===== src/sv/meab_pkg.sv =====
`timescale 1ns / 1ps

package meab_pkg;

    localparam int MAX_VERTICES = 4096;
    localparam int MAX_EDGES    = 16384;
    localparam int MAX_DEGREE   = 16;
    localparam int MAX_FACES    = 8192;

    localparam int VW  = $clog2(MAX_VERTICES);
    localparam int EW  = $clog2(MAX_EDGES);
    localparam int ETW = EW + 1;
    localparam int DW  = $clog2(MAX_DEGREE);
    localparam int DGW = DW + 1;
    localparam int FIW = $clog2(MAX_FACES);
    localparam int FTW = FIW + 1;
    localparam int LAW = VW + DW;
    localparam int NCALL = 6;

    localparam logic [1:0] STATUS_OK     = 2'd0;
    localparam logic [1:0] STATUS_NONMAN = 2'd1;
    localparam logic [1:0] STATUS_OVF    = 2'd2;

    // list insertions in order: corner slot and edge slot (0 ab, 1 bc, 2 ca)
    localparam logic [1:0] CALL_V [NCALL] = '{2'd0, 2'd0, 2'd1, 2'd1, 2'd2, 2'd2};
    localparam logic [1:0] CALL_K [NCALL] = '{2'd2, 2'd0, 2'd0, 2'd1, 2'd1, 2'd2};

    typedef struct packed {
        logic [11:0] vertex_a;
        logic [11:0] vertex_b;
        logic [11:0] vertex_c;
    } face_t;

    typedef struct packed {
        logic [12:0] face_index;
        logic [13:0] edge_ab;
        logic [13:0] edge_bc;
        logic [13:0] edge_ca;
        logic        new_ab;
        logic        new_bc;
        logic        new_ca;
        logic [1:0]  status;
    } adj_t;

    typedef struct packed {
        face_t corners;
        logic  eq_ab;
        logic  eq_bc;
        logic  eq_ca;
    } job_t;

    typedef struct packed {
        logic clearing;
    } back_stat_t;

    typedef enum logic [3:0] {
        CLEAR,
        IDLE,
        DEG_A,
        DEG_B,
        DEG_C,
        DEG_W,
        SCAN_A,
        SCAN_B,
        ALLOC,
        APPEND,
        EDGE_RD,
        EDGE_WR,
        DONE
    } state_t;

    // true when two corner slots hold the same vertex
    function automatic logic vsame(input logic [1:0] s, input logic [1:0] t,
                                   input logic eab, input logic ebc, input logic eca);
        logic r;
        begin
            if (s == t)
            begin
                r = 1'b1;
            end
            else if ((s == 2'd0 && t == 2'd1) || (s == 2'd1 && t == 2'd0))
            begin
                r = eab;
            end
            else if ((s == 2'd1 && t == 2'd2) || (s == 2'd2 && t == 2'd1))
            begin
                r = ebc;
            end
            else
            begin
                r = eca;
            end
            return r;
        end
    endfunction

endpackage


===== src/sv/meab_front.sv =====
`timescale 1ns / 1ps

module meab_front
    import meab_pkg::*;
(
    input  logic       clk,
    input  logic       rst_n,
    input  logic       face_valid,
    output logic       face_stall,
    input  face_t      face,
    input  back_stat_t stat,
    output logic       q_valid,
    output job_t       q_job,
    input  logic       q_pop
);

    job_t       buf_reg [2];
    logic       wp_reg;
    logic       rp_reg;
    logic [1:0] cnt_reg;
    logic       push;
    job_t       job_new;

    assign face_stall = (cnt_reg == 2'd2) || stat.clearing;
    assign push       = face_valid && !face_stall;
    assign q_valid    = (cnt_reg != 2'd0);
    assign q_job      = buf_reg[rp_reg];

    // repeated corners
    always_comb
    begin
        job_new.corners = face;
        job_new.eq_ab   = (face.vertex_a == face.vertex_b);
        job_new.eq_bc   = (face.vertex_b == face.vertex_c);
        job_new.eq_ca   = (face.vertex_c == face.vertex_a);
    end

    always_ff @(posedge clk or negedge rst_n)
    begin
        if (!rst_n)
        begin
            wp_reg  <= 1'b0;
            rp_reg  <= 1'b0;
            cnt_reg <= 2'd0;
        end
        else
        begin
            if (push)
            begin
                wp_reg <= !wp_reg;
            end
            if (q_pop)
            begin
                rp_reg <= !rp_reg;
            end
            cnt_reg <= cnt_reg + {1'b0, push} - {1'b0, q_pop};
        end
    end

    always_ff @(posedge clk)
    begin
        if (push)
        begin
            buf_reg[wp_reg] <= job_new;
        end
    end

endmodule


===== config.mk =====
export PLATFORM = sky130hd
export DESIGN_NAME = meab_front
export DESIGN_NICKNAME = d
export VERILOG_FILES = /design/src/sv/meab_pkg.sv /design/src/sv/meab_front.sv
export SDC_FILE = /design/constraint.sdc
export NUM_CORES = 1
export LEC_CHECK = 0
export BUFFER_PORTS_ARGS = -buffer_cell sky130_fd_sc_hd__clkbuf_2
export CAP_MARGIN = 20
export CORE_UTILIZATION = 30
export DETAILED_ROUTE_END_ITERATION = 7
export PLACE_DENSITY = 0.51
export SLEW_MARGIN = 0
export SYNTH_ARGS = -nofsm -noshare
export SYNTH_HDL_FRONTEND = slang
export SYNTH_SLANG_ARGS = --single-unit

===== constraint.sdc =====
create_clock -name clk -period 2.6 [get_ports clk]
set_input_delay 0.13 -clock clk [delete_from_list [all_inputs] [get_ports clk]]
set_output_delay 0.13 -clock clk [all_outputs]
set_load 0.02 [all_outputs]

==> flow_summary.html, run 1 <==
<table>
<tr><th>Metric</th><th>Value</th></tr>
<tr><th colspan="2">STA</th></tr>
<tr><td>Period minus WS final</td><td>1950 ps</td></tr>
<tr><td>Share of the cycle needed by the critical path after routing</td><td>0.750</td></tr>
<tr><td>Slew margin rel.</td><td>0.621</td></tr>
<tr><td>Maximum clock frequency</td><td>0.513 GHz</td></tr>
<tr><td>Final Skew</td><td>5.94 ps</td></tr>
<tr><td>Pins Over Slew Limit</td><td>0</td></tr>
<tr><td>Slew at the pin closest to its max-slew limit</td><td>568 ps</td></tr>
<tr><td>Total negative setup slack</td><td>0 ps</td></tr>
<tr><td>RSZ-0062 raised after global routing</td><td>no</td></tr>
<tr><td>Post-route worst hold slack</td><td>19.9 ps</td></tr>
<tr><td>Number of hold violations in the final report</td><td>0</td></tr>
<tr><td>Final-report setup violation count</td><td>0</td></tr>
<tr><th colspan="2">Clock network</th></tr>
<tr><td>Clock tree from TritonCTS</td><td>built</td></tr>
<tr><td>Gates resized, CTS repair</td><td>0</td></tr>
<tr><td>Clock transition at the registers of the reported paths</td><td>60 ps</td></tr>
<tr><td>Setup Buffers After CTS</td><td>0</td></tr>
<tr><td>Buffer cell driving the clock tree root</td><td>sky130_fd_sc_hd__clkbuf_16</td></tr>
<tr><td>Number of buffers inserted during clock tree synthesis</td><td>9</td></tr>
<tr><td>Insertion delay of the later-clocked pin in the worst-skew pair</td><td>330 ps</td></tr>
<tr><td>Clock sinks</td><td>82</td></tr>
<tr><td>Cts-stage hold buffer count</td><td>1</td></tr>
<tr><td>CTS HTree Levels</td><td>3</td></tr>
<tr><td>Buffer levels on the longest clock path</td><td>2</td></tr>
<tr><th colspan="2">Cells and area</th></tr>
<tr><td>Flip-flop count of the largest register after layout</td><td>78</td></tr>
<tr><td>Antenna diode instance count</td><td>0</td></tr>
<tr><td>Number of fill cells</td><td>1,039</td></tr>
<tr><td>Footprint of the multi-input gates</td><td>941 um2</td></tr>
<tr><td>Proportion of layout cells with a drive suffix above 1</td><td>0.507</td></tr>
<tr><td>Commonest cells after routing, fill and taps aside</td><td>sky130_fd_sc_hd__clkbuf_2, sky130_fd_sc_hd__edfxtp_1, sky130_fd_sc_hd__mux2_2, sky130_fd_sc_hd__xnor2_1</td></tr>
<tr><td>Sequential cell area</td><td>2440 um2</td></tr>
<tr><td>Total Nets Final</td><td>324</td></tr>
<tr><td>Area delta synth-&gt;final</td><td>26.1%</td></tr>
<tr><td>Commonest non-fill, non-tap cell in the layout</td><td>sky130_fd_sc_hd__clkbuf_2</td></tr>
<tr><th colspan="2">Place</th></tr>
<tr><td>RePlAce Congestion</td><td>0.645</td></tr>
<tr><td>Count of input and output buffers</td><td>81</td></tr>
<tr><td>HPWL Detailed</td><td>4850 um</td></tr>
<tr><th colspan="2">Critical path</th></tr>
<tr><td>Maximum fanout count along the critical path</td><td>18</td></tr>
<tr><td>Start of the worst register-to-register path</td><td>cnt_reg[1]$_DFF_PN0_</td></tr>
<tr><td>Kind of cell adding the most delay to the critical path</td><td>flip-flops</td></tr>
<tr><td>Type of destination of the critical path</td><td>output port</td></tr>
<tr><td>Master of the slowest instance on the critical path</td><td>sky130_fd_sc_hd__dfrtp_2</td></tr>
<tr><td>Reg2Reg Setup Slack</td><td>1000 ps</td></tr>
<tr><td>Count of cell instances traversed by the critical path</td><td>3</td></tr>
<tr><td>Crit-path cells</td><td>buf_4, mux2_2, clkbuf_2</td></tr>
<tr><td>Combined buffer and inverter count along the critical path</td><td>2</td></tr>
<tr><td>Slowest stage delay, CP</td><td>650 ps</td></tr>
<tr><td>Type of the worst setup path</td><td>flop to output port</td></tr>
<tr><td>Kind of start point of the critical path</td><td>flop</td></tr>
<tr><td>Cells on worst reg2reg path</td><td>4</td></tr>
<tr><td>Crit path required time</td><td>2470 ps</td></tr>
<tr><td>Worst endpoint data arrival time</td><td>1820 ps</td></tr>
<tr><td>Crit path to</td><td>q_job[37]</td></tr>
<tr><td>Critical Path Start</td><td>rp_reg$_DFFE_PN0P_</td></tr>
<tr><td>Endpoint of the worst register-to-register path</td><td>buf_reg[0][13]$_DFFE_PP_</td></tr>
<tr><th colspan="2">Synth</th></tr>
<tr><td>Average cell area after synthesis</td><td>18.2 um2</td></tr>
<tr><td>Net count of the mapped netlist</td><td>231</td></tr>
<tr><td>Cell taking the most area after synthesis</td><td>sky130_fd_sc_hd__edfxtp_1</td></tr>
<tr><td>Synth Instances</td><td>188</td></tr>
<tr><td>Area share of the largest cell type after synthesis</td><td>0.683</td></tr>
<tr><td>Top post-synthesis cells by area</td><td>sky130_fd_sc_hd__edfxtp_1, sky130_fd_sc_hd__mux2_2, sky130_fd_sc_hd__xnor2_1</td></tr>
<tr><td>Count of different cell masters after synthesis</td><td>14</td></tr>
<tr><td>Total number of yosys warnings</td><td>0</td></tr>
<tr><td>Register area share after synthesis</td><td>0.712</td></tr>
<tr><td>Mapped Area</td><td>3430 um2</td></tr>
<tr><td>Number of storage elements in the synthesis netlist</td><td>82</td></tr>
<tr><th colspan="2">Die</th></tr>
<tr><td>Overall die width</td><td>109 um</td></tr>
<tr><td>Row cnt</td><td>38</td></tr>
<tr><td>Die Outline Area</td><td>11,900 um2</td></tr>
<tr><td>Area of the placeable core</td><td>11,000 um2</td></tr>
<tr><td>I/O pin count</td><td>82</td></tr>
<tr><td>Initial core utilization</td><td>0.312</td></tr>
<tr><td>Die Y</td><td>109 um</td></tr>
<tr><th colspan="2">Drt</th></tr>
<tr><td>DRC violation count after routing</td><td>0</td></tr>
<tr><td>Total wirelength of the detailed-routed design</td><td>6820 um</td></tr>
<tr><td>Final ANT Viol Nets</td><td>0</td></tr>
<tr><td>Average wire per standard cell</td><td>16.0 um</td></tr>
<tr><td>Drt pass-1 iters</td><td>4</td></tr>
<tr><td>Via count</td><td>1,891</td></tr>
<tr><td>Number of DRC markers in iteration 0</td><td>47</td></tr>
<tr><td>Via/cell ratio</td><td>4.44</td></tr>
<tr><th colspan="2">Min path</th></tr>
<tr><td>Worst hold stages</td><td>2</td></tr>
<tr><td>Worst min-delay path category</td><td>primary input to flop</td></tr>
<tr><th colspan="2">Pwr</th></tr>
<tr><td>Switching Share</td><td>0.314</td></tr>
<tr><td>Clock share of power</td><td>0.293</td></tr>
<tr><td>Internal Dissipation</td><td>0.00294 W</td></tr>
<tr><td>Net Sw Power</td><td>0.00134 W</td></tr>
<tr><td>Share of power burned in combinational logic</td><td>0.294</td></tr>
<tr><td>Relative contribution of sequential cells to total power</td><td>0.413</td></tr>
<tr><td>Static leakage</td><td>1.55 nW</td></tr>
<tr><td>Pwr Density</td><td>990 nW/um2</td></tr>
<tr><td>Maximum vdd ir drop</td><td>0.000425 V</td></tr>
<tr><th colspan="2">Global route</th></tr>
<tr><td>Remaining global-route overflow</td><td>0</td></tr>
<tr><td>Antenna violations before repair</td><td>0</td></tr>
<tr><td>Maximum number of pins on one net before global-route repair</td><td>40</td></tr>
<tr><td>Via count of the first global-routing pass</td><td>1,926</td></tr>
<tr><td>First-pass GRT wire length</td><td>10,400 um</td></tr>
<tr><td>All-layer global routing usage</td><td>0.124</td></tr>
<tr><th colspan="2">Flow run</th></tr>
<tr><td>Number of maximum-capacitance violations</td><td>0</td></tr>
<tr><th colspan="2">Run status</th></tr>
<tr><td>Status</td><td>finished, final reports clean</td></tr>
</table>
-- cells in the mapped netlist --
| cell type | number |
|---|---|
| sky130_fd_sc_hd__xnor2_1 | 39 |
| sky130_fd_sc_hd__inv_1 | 4 |
| sky130_fd_sc_hd__xor2_1 | 1 |
| sky130_fd_sc_hd__nor3_1 | 3 |
| sky130_fd_sc_hd__o21ai_0 | 1 |
| sky130_fd_sc_hd__nand4_1 | 9 |
| sky130_fd_sc_hd__buf_6 | 4 |
| sky130_fd_sc_hd__or2_2 | 1 |
| sky130_fd_sc_hd__edfxtp_1 | 78 |
| sky130_fd_sc_hd__mux2_2 | 39 |
| sky130_fd_sc_hd__dfrtp_1 | 4 |
| sky130_fd_sc_hd__nor2_1 | 2 |
| sky130_fd_sc_hd__ha_1 | 2 |
| sky130_fd_sc_hd__o211ai_4 | 1 |
-- logic make-up (layout without fill, tap and decap cells) --
family          after synthesis  in the layout  share of synthesized area
compound gates                2              2                    0.00766
xor+xnor                     40             40                      0.102
fa+ha+maj                     2              2                    0.00730
buf+inv                       8            106                     0.0175
flops                        82             82                      0.712
mux                          39             39                      0.128
simple gates                 15             15                     0.0248
-- final cells by class --
cell class              count  share of cell area
clock inverters             7              0.0182
well taps                 140              0.0405
clock buffers               9              0.0521
multi-input cells          98               0.218
repair buffers             86               0.103
flip-flops and latches     82               0.565
inverters                   4             0.00347
-- power by group through the flow --
stage / Clock (W) / Combinational, W / Sequential (W)
floorplan: 0 / 0.000949 / 0.00174
finish: 0.00125 / 0.00126 / 0.00177
global placement: 0 / 0.00129 / 0.00180
detailed placement: 0 / 0.00129 / 0.00180
global route: 0.00134 / 0.00137 / 0.00179
CTS: 0.00129 / 0.00130 / 0.00177
-- worst register-to-register path, cell delays in order, from the launching register on --
cell	delay, ps
sky130_fd_sc_hd__dfrtp_1	400
sky130_fd_sc_hd__inv_1	110
sky130_fd_sc_hd__o211ai_4	140
sky130_fd_sc_hd__nor2_4	90
sky130_fd_sc_hd__buf_4	480
-- through the flow --
stage          cell area [um2]  instances  power (W)  setup slack, ps   util
2_1_floorplan             3430        188    0.00269            -80.6      -
3_3_place_gp              4010        409    0.00308              968  0.365
3_5_place_dp              4010        409    0.00309              964  0.365
4_1_cts                   4320        426    0.00436              605  0.394
5_1_grt                   4320        426    0.00450              541  0.394
6_report                  4320        426    0.00428              651  0.394
-- worst min path at each step --
| stage | startpoint | to |
|---|---|---|
| 2_1_floorplan | rst_n | cnt_reg[0]$_DFF_PN0_ |
| 3_3_place_gp | rst_n | cnt_reg[1]$_DFF_PN0_ |
| 3_5_place_dp | rst_n | cnt_reg[1]$_DFF_PN0_ |
| 4_1_cts | q_pop | rp_reg$_DFFE_PN0P_ |
| 5_1_grt | q_pop | rp_reg$_DFFE_PN0P_ |
| 6_report | q_pop | rp_reg$_DFFE_PN0P_ |
-- routing by layer --
layer / track usage / share of wire / up-vias
met4: 0.0347 / 0.011 / 0
met3: 0.0424 / 0.045 / 6
met2: 0.213 / 0.51 / 53
met5: 0 / 0 / -
met1: 0.148 / 0.43 / 940
li1: - / - / 892
Note: power is estimated with default switching activity, not from simulation.
==> run 2, diff against run 1 <==
- clock period: 2.6 -> 1.65 ns (I/O delays scaled with it)
==> run 2 against run 1 <==
Global-route usage about the same. First-iteration DRC count increased by 87%. Sequential cell count unchanged. Final cell count rose by 1.6%. Sequential power rose by 53%. Critical endpoint is now q_job[32]. Largest cell class unchanged.
==> flow_summary.html, run 2 (synthesis gave the netlist of run 1 again) <==
<table>
<tr><th>Metric</th><th>Value</th></tr>
<tr><th colspan="2">Global route</th></tr>
<tr><td>GRT met2 Usage</td><td>0.199 (-0.0144)</td></tr>
<tr><td>Antenna violations before repair</td><td>0 (unchanged)</td></tr>
<tr><td>Top Usage Layer GRT</td><td>met2</td></tr>
<tr><td>All-layer global routing usage</td><td>0.124 (-0.000355)</td></tr>
<tr><td>Met1 Usage GRT</td><td>0.159 (+0.0109)</td></tr>
<tr><td>Remaining global-route overflow</td><td>0 (unchanged)</td></tr>
<tr><td>Via count of the first global-routing pass</td><td>1,987 (+3.2%)</td></tr>
<tr><td>Global-route met3 utilization</td><td>0.0341 (-0.00837)</td></tr>
<tr><td>First-pass GRT wire length</td><td>10,600 um (+1.7%)</td></tr>
<tr><td>Maximum number of pins on one net before global-route repair</td><td>32 (-20%)</td></tr>
<tr><th colspan="2">Cells and area</th></tr>
<tr><td>Area delta synth-&gt;final</td><td>28.8%</td></tr>
<tr><td>Commonest non-fill, non-tap cell in the layout</td><td>sky130_fd_sc_hd__clkbuf_2</td></tr>
<tr><td>Total Nets Final</td><td>332 (+2.5%)</td></tr>
<tr><td>Commonest cells after routing, fill and taps aside</td><td>sky130_fd_sc_hd__clkbuf_2, sky130_fd_sc_hd__edfxtp_1, sky130_fd_sc_hd__mux2_2, sky130_fd_sc_hd__xnor2_1</td></tr>
<tr><td>Number of fill cells</td><td>1,020 (-1.8%)</td></tr>
<tr><td>Antenna diode instance count</td><td>0 (unchanged)</td></tr>
<tr><td>Flip-flop count of the largest register after layout</td><td>78 (unchanged)</td></tr>
<tr><td>Proportion of layout cells with a drive suffix above 1</td><td>0.498 (-0.00870)</td></tr>
<tr><th colspan="2">STA</th></tr>
<tr><td>RSZ-0062 raised after global routing</td><td>no</td></tr>
<tr><td>Total negative setup slack</td><td>0 ps (unchanged)</td></tr>
<tr><td>Slew at the pin closest to its max-slew limit</td><td>251 ps (-317 ps)</td></tr>
<tr><td>Maximum clock frequency</td><td>0.641 GHz</td></tr>
<tr><td>Slew margin rel.</td><td>0.831 (+0.210)</td></tr>
<tr><td>Final-report setup violation count</td><td>0 (unchanged)</td></tr>
<tr><td>Share of the cycle needed by the critical path after routing</td><td>0.946</td></tr>
<tr><td>Post-route worst hold slack</td><td>9.46 ps (-10.5 ps)</td></tr>
<tr><td>Final Skew</td><td>4.94 ps (-1.00 ps)</td></tr>
<tr><td>Period minus WS final</td><td>1560 ps</td></tr>
<tr><td>Number of hold violations in the final report</td><td>0 (unchanged)</td></tr>
<tr><td>Pins Over Slew Limit</td><td>0 (unchanged)</td></tr>
<tr><th colspan="2">Place</th></tr>
<tr><td>Count of input and output buffers</td><td>81 (unchanged)</td></tr>
<tr><td>RePlAce Congestion</td><td>0.695 (+7.7%)</td></tr>
<tr><td>HPWL Detailed</td><td>4850 um (about the same)</td></tr>
<tr><th colspan="2">Die</th></tr>
<tr><td>Overall die width</td><td>109 um (unchanged)</td></tr>
<tr><td>Area of the placeable core</td><td>11,000 um2 (unchanged)</td></tr>
<tr><td>Row cnt</td><td>38 (unchanged)</td></tr>
<tr><td>Die Outline Area</td><td>11,900 um2 (unchanged)</td></tr>
<tr><td>Die Y</td><td>109 um (unchanged)</td></tr>
<tr><td>Initial core utilization</td><td>0.312 (unchanged)</td></tr>
<tr><td>I/O pin count</td><td>82 (unchanged)</td></tr>
<tr><th colspan="2">Critical path</th></tr>
<tr><td>Kind of start point of the critical path</td><td>flop</td></tr>
<tr><td>Worst endpoint data arrival time</td><td>1480 ps (-340 ps)</td></tr>
<tr><td>Type of the worst setup path</td><td>flop to output port</td></tr>
<tr><td>Maximum fanout count along the critical path</td><td>30 (+12)</td></tr>
<tr><td>Type of destination of the critical path</td><td>output port</td></tr>
<tr><td>Crit path required time</td><td>1570 ps (-900 ps)</td></tr>
<tr><th colspan="2">Pwr</th></tr>
<tr><td>Static leakage</td><td>1.59 nW (+2.8%)</td></tr>
<tr><td>Overall power consumption</td><td>0.00676 W (+58%)</td></tr>
<tr><td>Maximum vdd ir drop</td><td>0.000687 V (+62%)</td></tr>
<tr><td>Pwr Density</td><td>1530 nW/um2 (+55%)</td></tr>
<tr><th colspan="2">Flow run</th></tr>
<tr><td>Number of maximum-capacitance violations</td><td>0 (unchanged)</td></tr>
<tr><th colspan="2">Drt</th></tr>
<tr><td>Final ANT Viol Nets</td><td>0 (unchanged)</td></tr>
<tr><td>Drt pass-1 iters</td><td>4 (unchanged)</td></tr>
<tr><td>DRC violation count after routing</td><td>0 (unchanged)</td></tr>
<tr><td>Number of DRC markers in iteration 0</td><td>88 (+87%)</td></tr>
<tr><td>Total wirelength of the detailed-routed design</td><td>6780 um (-0.59%)</td></tr>
<tr><td>Via/cell ratio</td><td>4.37 (-1.5%)</td></tr>
<tr><td>Average wire per standard cell</td><td>15.7 um (-2.2%)</td></tr>
<tr><td>Via count</td><td>1,894 (+0.16%)</td></tr>
<tr><th colspan="2">Clock network</th></tr>
<tr><td>Clock tree from TritonCTS</td><td>built</td></tr>
<tr><td>Clock sinks</td><td>82 (unchanged)</td></tr>
<tr><td>Insertion delay of the later-clocked pin in the worst-skew pair</td><td>330 ps (about the same)</td></tr>
<tr><td>Gates resized, CTS repair</td><td>0 (unchanged)</td></tr>
<tr><td>Number of buffers inserted during clock tree synthesis</td><td>9 (unchanged)</td></tr>
<tr><td>Clock transition at the registers of the reported paths</td><td>60 ps (about the same)</td></tr>
<tr><td>Buffer levels on the longest clock path</td><td>2 (unchanged)</td></tr>
<tr><td>CTS HTree Levels</td><td>3 (unchanged)</td></tr>
<tr><td>Buffer cell driving the clock tree root</td><td>sky130_fd_sc_hd__clkbuf_16</td></tr>
<tr><th colspan="2">Run status</th></tr>
<tr><td>Status</td><td>finished, final reports clean</td></tr>
<tr><th colspan="2">Min path</th></tr>
<tr><td>Worst min-delay path category</td><td>primary input to flop</td></tr>
</table>
run 2: path summary, 6_finish.rpt:
kind	startpoint	endpoint	slack (ps)	cells past startpoint
min	face[25]	buf_reg[0][28]$_DFFE_PP_	9	1
max reg2reg	cnt_reg[1]$_DFF_PN0_	cnt_reg[1]$_DFF_PN0_	170	7
min reg2reg	wp_reg$_DFFE_PN0P_	wp_reg$_DFFE_PN0P_	550	1
max in group asynchronous	rst_n	rp_reg$_DFFE_PN0P_	1410	2
max	rp_reg$_DFFE_PN0P_	q_job[32]	90	3
min in group asynchronous	rst_n	cnt_reg[0]$_DFF_PN0_	110	2
run 2: repair_timing:
item,4_1_cts,5_1_grt
endpoints found under the hold margin,13,0
hold buffers,6,0
setup buffers,0,0
run 2: metrics by stage:
stage	utilization	area [um2]	setup WS (ps)	std cells
global route	0.402	4410	17.9	433
floorplan	-	3430	-383	188
global placement	0.371	4070	204	412
finish	0.402	4410	89.2	433
detailed placement	0.371	4070	164	412
CTS	0.402	4410	62.6	433
run 2: final cells by class:
class                   instances  area [um2]  share of cell area
multi-input cells              98         941               0.213
flip-flops and latches         82        2440               0.554
clock inverters                 6        58.8              0.0133
clock buffers                   9         225              0.0510
inverters                       4        15.0             0.00340
well taps                     140         175              0.0397
repair buffers                 94         556               0.126
run 2: routing by layer:
metal,vias to the layer above,part of all wire
met5,-,0
met4,0,0.013
met3,7,0.052
met2,65,0.49
met1,919,0.45
li1,903,-
run 2: worst max-delay path: stages, from the launching register on:
cell	delay, ps
sky130_fd_sc_hd__dfrtp_2	390
sky130_fd_sc_hd__buf_12	210
sky130_fd_sc_hd__mux2_2	390
sky130_fd_sc_hd__clkbuf_2	160
run 2: power breakdown:
part / switching (W) / leakage (nW) / internal (W)
clock: 0.000740 / 0.135 / 0.00115
combinational: 0.00124 / 0.698 / 0.000924
sequential: 0.000102 / 0.758 / 0.00260
total: 0.00209 / 1.59 / 0.00468
==> run 3, diff against run 2 <==
- RECOVER_POWER: not set -> 50
==> run 3 against run 2 <==
First-iteration DRC count increased by 4.5%. Sequential cell count unchanged. Count of clock-buffer cells in the layout unchanged. Largest power group unchanged. Register-to-register slack got worse by 50 ps. Via count increased by 0.21%. Fmax about the same. Non-clock buffer count unchanged. Design area decreased by 1.6%. Worst hold slack improved by 69 ps. Combinational power decreased by 2%.
==> flow_summary.html, run 3 (synthesis gave the netlist of run 1 again) <==
<table>
<tr><th>Metric</th><th>Value</th></tr>
<tr><th colspan="2">Run status</th></tr>
<tr><td>Status</td><td>finished, final reports clean</td></tr>
<tr><th colspan="2">Critical path</th></tr>
<tr><td>Worst endpoint data arrival time</td><td>1480 ps (about the same)</td></tr>
<tr><td>Type of destination of the critical path</td><td>output port</td></tr>
<tr><td>Critical Path Start</td><td>rp_reg$_DFFE_PN0P_</td></tr>
<tr><td>Start of the worst register-to-register path</td><td>cnt_reg[1]$_DFF_PN0_</td></tr>
<tr><td>Slowest stage delay, CP</td><td>390 ps (about the same)</td></tr>
<tr><td>Crit path required time</td><td>1570 ps (about the same)</td></tr>
<tr><td>Master of the slowest instance on the critical path</td><td>sky130_fd_sc_hd__dfrtp_2</td></tr>
<tr><td>Combined buffer and inverter count along the critical path</td><td>2 (unchanged)</td></tr>
<tr><td>Crit-path cells</td><td>buf_12, mux2_2, clkbuf_2</td></tr>
<tr><td>Reg2Reg Setup Slack</td><td>120 ps (-50 ps)</td></tr>
<tr><td>Cells on worst reg2reg path</td><td>5 (-2)</td></tr>
<tr><td>Type of the worst setup path</td><td>flop to output port</td></tr>
<tr><td>Count of cell instances traversed by the critical path</td><td>3 (unchanged)</td></tr>
<tr><td>Kind of start point of the critical path</td><td>flop</td></tr>
<tr><td>Kind of cell adding the most delay to the critical path</td><td>flip-flops</td></tr>
<tr><td>Maximum fanout count along the critical path</td><td>30 (unchanged)</td></tr>
<tr><th colspan="2">STA</th></tr>
<tr><td>Final-report setup violation count</td><td>0 (unchanged)</td></tr>
<tr><td>Least setup slack across all paths after layout</td><td>88.5 ps (-0.717 ps)</td></tr>
<tr><td>Period minus WS final</td><td>1560 ps (+0.717 ps)</td></tr>
<tr><td>Pins Over Slew Limit</td><td>0 (unchanged)</td></tr>
<tr><td>Slew margin rel.</td><td>0.792 (-0.0389)</td></tr>
<tr><td>Post-route worst hold slack</td><td>78.5 ps (+69.1 ps)</td></tr>
<tr><td>Maximum clock frequency</td><td>0.640 GHz (about the same)</td></tr>
<tr><td>Slew at the pin closest to its max-slew limit</td><td>311 ps (+60.3 ps)</td></tr>
<tr><td>Number of hold violations in the final report</td><td>0 (unchanged)</td></tr>
<tr><td>Final Skew</td><td>3.91 ps (-1.03 ps)</td></tr>
<tr><td>Share of the cycle needed by the critical path after routing</td><td>0.946 (about the same)</td></tr>
<tr><td>RSZ-0062 raised after global routing</td><td>no</td></tr>
<tr><th colspan="2">Place</th></tr>
<tr><td>RePlAce Congestion</td><td>0.695 (unchanged)</td></tr>
<tr><td>Worst slack, placed</td><td>164 ps (unchanged)</td></tr>
<tr><td>HPWL Detailed</td><td>4850 um (unchanged)</td></tr>
<tr><td>Count of input and output buffers</td><td>81 (unchanged)</td></tr>
<tr><th colspan="2">Clock network</th></tr>
<tr><td>Setup Buffers After CTS</td><td>0 (unchanged)</td></tr>
<tr><td>CTS HTree Levels</td><td>3 (unchanged)</td></tr>
<tr><td>Number of buffers inserted during clock tree synthesis</td><td>9 (unchanged)</td></tr>
<tr><td>Insertion delay of the later-clocked pin in the worst-skew pair</td><td>330 ps (about the same)</td></tr>
<tr><td>Buffer cell driving the clock tree root</td><td>sky130_fd_sc_hd__clkbuf_16</td></tr>
<tr><td>Clock sinks</td><td>82 (unchanged)</td></tr>
<tr><td>Clock transition at the registers of the reported paths</td><td>60 ps (about the same)</td></tr>
<tr><td>Clock tree from TritonCTS</td><td>built</td></tr>
<tr><td>Buffer levels on the longest clock path</td><td>2 (unchanged)</td></tr>
<tr><th colspan="2">Drt</th></tr>
<tr><td>DRC violation count after routing</td><td>0 (unchanged)</td></tr>
<tr><td>Total wirelength of the detailed-routed design</td><td>6820 um (+0.66%)</td></tr>
<tr><td>Final ANT Viol Nets</td><td>0 (unchanged)</td></tr>
<tr><td>Number of DRC markers in iteration 0</td><td>92 (+4.5%)</td></tr>
<tr><td>Via/cell ratio</td><td>4.38 (+0.21%)</td></tr>
<tr><td>Drt pass-1 iters</td><td>4 (unchanged)</td></tr>
<tr><td>Average wire per standard cell</td><td>15.8 um (+0.66%)</td></tr>
<tr><td>Via count</td><td>1,898 (+0.21%)</td></tr>
<tr><th colspan="2">Pwr</th></tr>
<tr><td>Maximum vdd ir drop</td><td>0.000681 V (-0.76%)</td></tr>
<tr><td>Static leakage</td><td>1.47 nW (-7.8%)</td></tr>
<tr><td>Pwr Density</td><td>1550 nW/um2 (+0.95%)</td></tr>
<tr><th colspan="2">Global route</th></tr>
<tr><td>Remaining global-route overflow</td><td>0 (unchanged)</td></tr>
<tr><td>Via count of the first global-routing pass</td><td>1,987 (unchanged)</td></tr>
<tr><td>First-pass GRT wire length</td><td>10,600 um (unchanged)</td></tr>
<tr><td>Antenna violations before repair</td><td>0 (unchanged)</td></tr>
<tr><td>Maximum number of pins on one net before global-route repair</td><td>32 (unchanged)</td></tr>
<tr><td>All-layer global routing usage</td><td>0.124 (unchanged)</td></tr>
<tr><th colspan="2">Die</th></tr>
<tr><td>Initial core utilization</td><td>0.312 (unchanged)</td></tr>
<tr><td>Area of the placeable core</td><td>11,000 um2 (unchanged)</td></tr>
<tr><td>Die Outline Area</td><td>11,900 um2 (unchanged)</td></tr>
<tr><td>Overall die width</td><td>109 um (unchanged)</td></tr>
<tr><td>I/O pin count</td><td>82 (unchanged)</td></tr>
<tr><td>Die Y</td><td>109 um (unchanged)</td></tr>
<tr><td>Row cnt</td><td>38 (unchanged)</td></tr>
<tr><th colspan="2">Flow run</th></tr>
<tr><td>Number of maximum-capacitance violations</td><td>0 (unchanged)</td></tr>
<tr><th colspan="2">Cells and area</th></tr>
<tr><td>Commonest cells after routing, fill and taps aside</td><td>sky130_fd_sc_hd__edfxtp_1, sky130_fd_sc_hd__clkbuf_2, sky130_fd_sc_hd__clkbuf_1</td></tr>
<tr><td>Total Nets Final</td><td>332 (unchanged)</td></tr>
<tr><td>Flip-flop count of the largest register after layout</td><td>78 (unchanged)</td></tr>
<tr><td>Proportion of layout cells with a drive suffix above 1</td><td>0.358 (-0.140)</td></tr>
<tr><td>Finished Core Util</td><td>0.395 (-0.00649)</td></tr>
<tr><td>Antenna diode instance count</td><td>0 (unchanged)</td></tr>
<tr><td>Commonest non-fill, non-tap cell in the layout</td><td>sky130_fd_sc_hd__edfxtp_1</td></tr>
<tr><td>Area delta synth-&gt;final</td><td>26.7%</td></tr>
<tr><th colspan="2">Min path</th></tr>
<tr><td>Worst min-delay path category</td><td>primary input to flop</td></tr>
<tr><td>Worst min-delay path startpoint</td><td>face[25]</td></tr>
<tr><td>Worst hold stages</td><td>1 (unchanged)</td></tr>
</table>
-- run 3: power by group --
part	switching, W	internal, W	leakage, nW	total, W
sequential	0.0000941	0.00260	0.758	0.00270
clock	0.000741	0.00115	0.135	0.00189
combinational	0.00124	0.000893	0.574	0.00213
total	0.00207	0.00465	1.47	0.00672
-- run 3: cell type report --
type                            instances  area (um2)
Sequential cell                        82        2440
Inverter                                4        15.0
Timing Repair Buffer                   94         498
Fill cell                            1043        6640
Multi-Input combinational cell         98         927
Clock buffer                            9         225
Clock inverter                          6        58.8
Tap cell                              140         175
-- run 3: final timing paths --
kind | to
min reg2reg | wp_reg$_DFFE_PN0P_
min in group asynchronous | cnt_reg[0]$_DFF_PN0_
max reg2reg | buf_reg[1][7]$_DFFE_PP_
max in group asynchronous | rp_reg$_DFFE_PN0P_
min | buf_reg[0][28]$_DFFE_PP_
max | q_job[32]
-- run 3: worst register-to-register path, delay by kind of cell, from the launching register on --
kind	cells	cell delay (ps)
AOI/OAI and AO/OA	1	230
buffers and inverters	3	580
and+or+nand+nor	1	70
DFF	1	370
-- run 3: stage by stage --
stage | std cells | power, W | area, um2 | TNS (ps)
2_1_floorplan | 188 | 0.00424 | 3430 | -29890
4_1_cts | 433 | 0.00688 | 4410 | 0
6_report | 433 | 0.00672 | 4340 | 0
3_5_place_dp | 412 | 0.00495 | 4070 | 0
5_1_grt | 433 | 0.00706 | 4340 | 0
3_3_place_gp | 412 | 0.00493 | 4070 | 0
-- run 3: routing by layer --
layer  global-route usage  wire [um]  vias up
met1                0.159       3090      928
met5                    0          0        -
li1                     -          -      903
met2                0.199       3310       60
met4               0.0492         88        0
met3               0.0341        332        7
-- run 3: what timing repair did --
action	CTS	global route
resized for setup	0	0
endpoints found under the hold margin	13	0
hold buffers	6	0
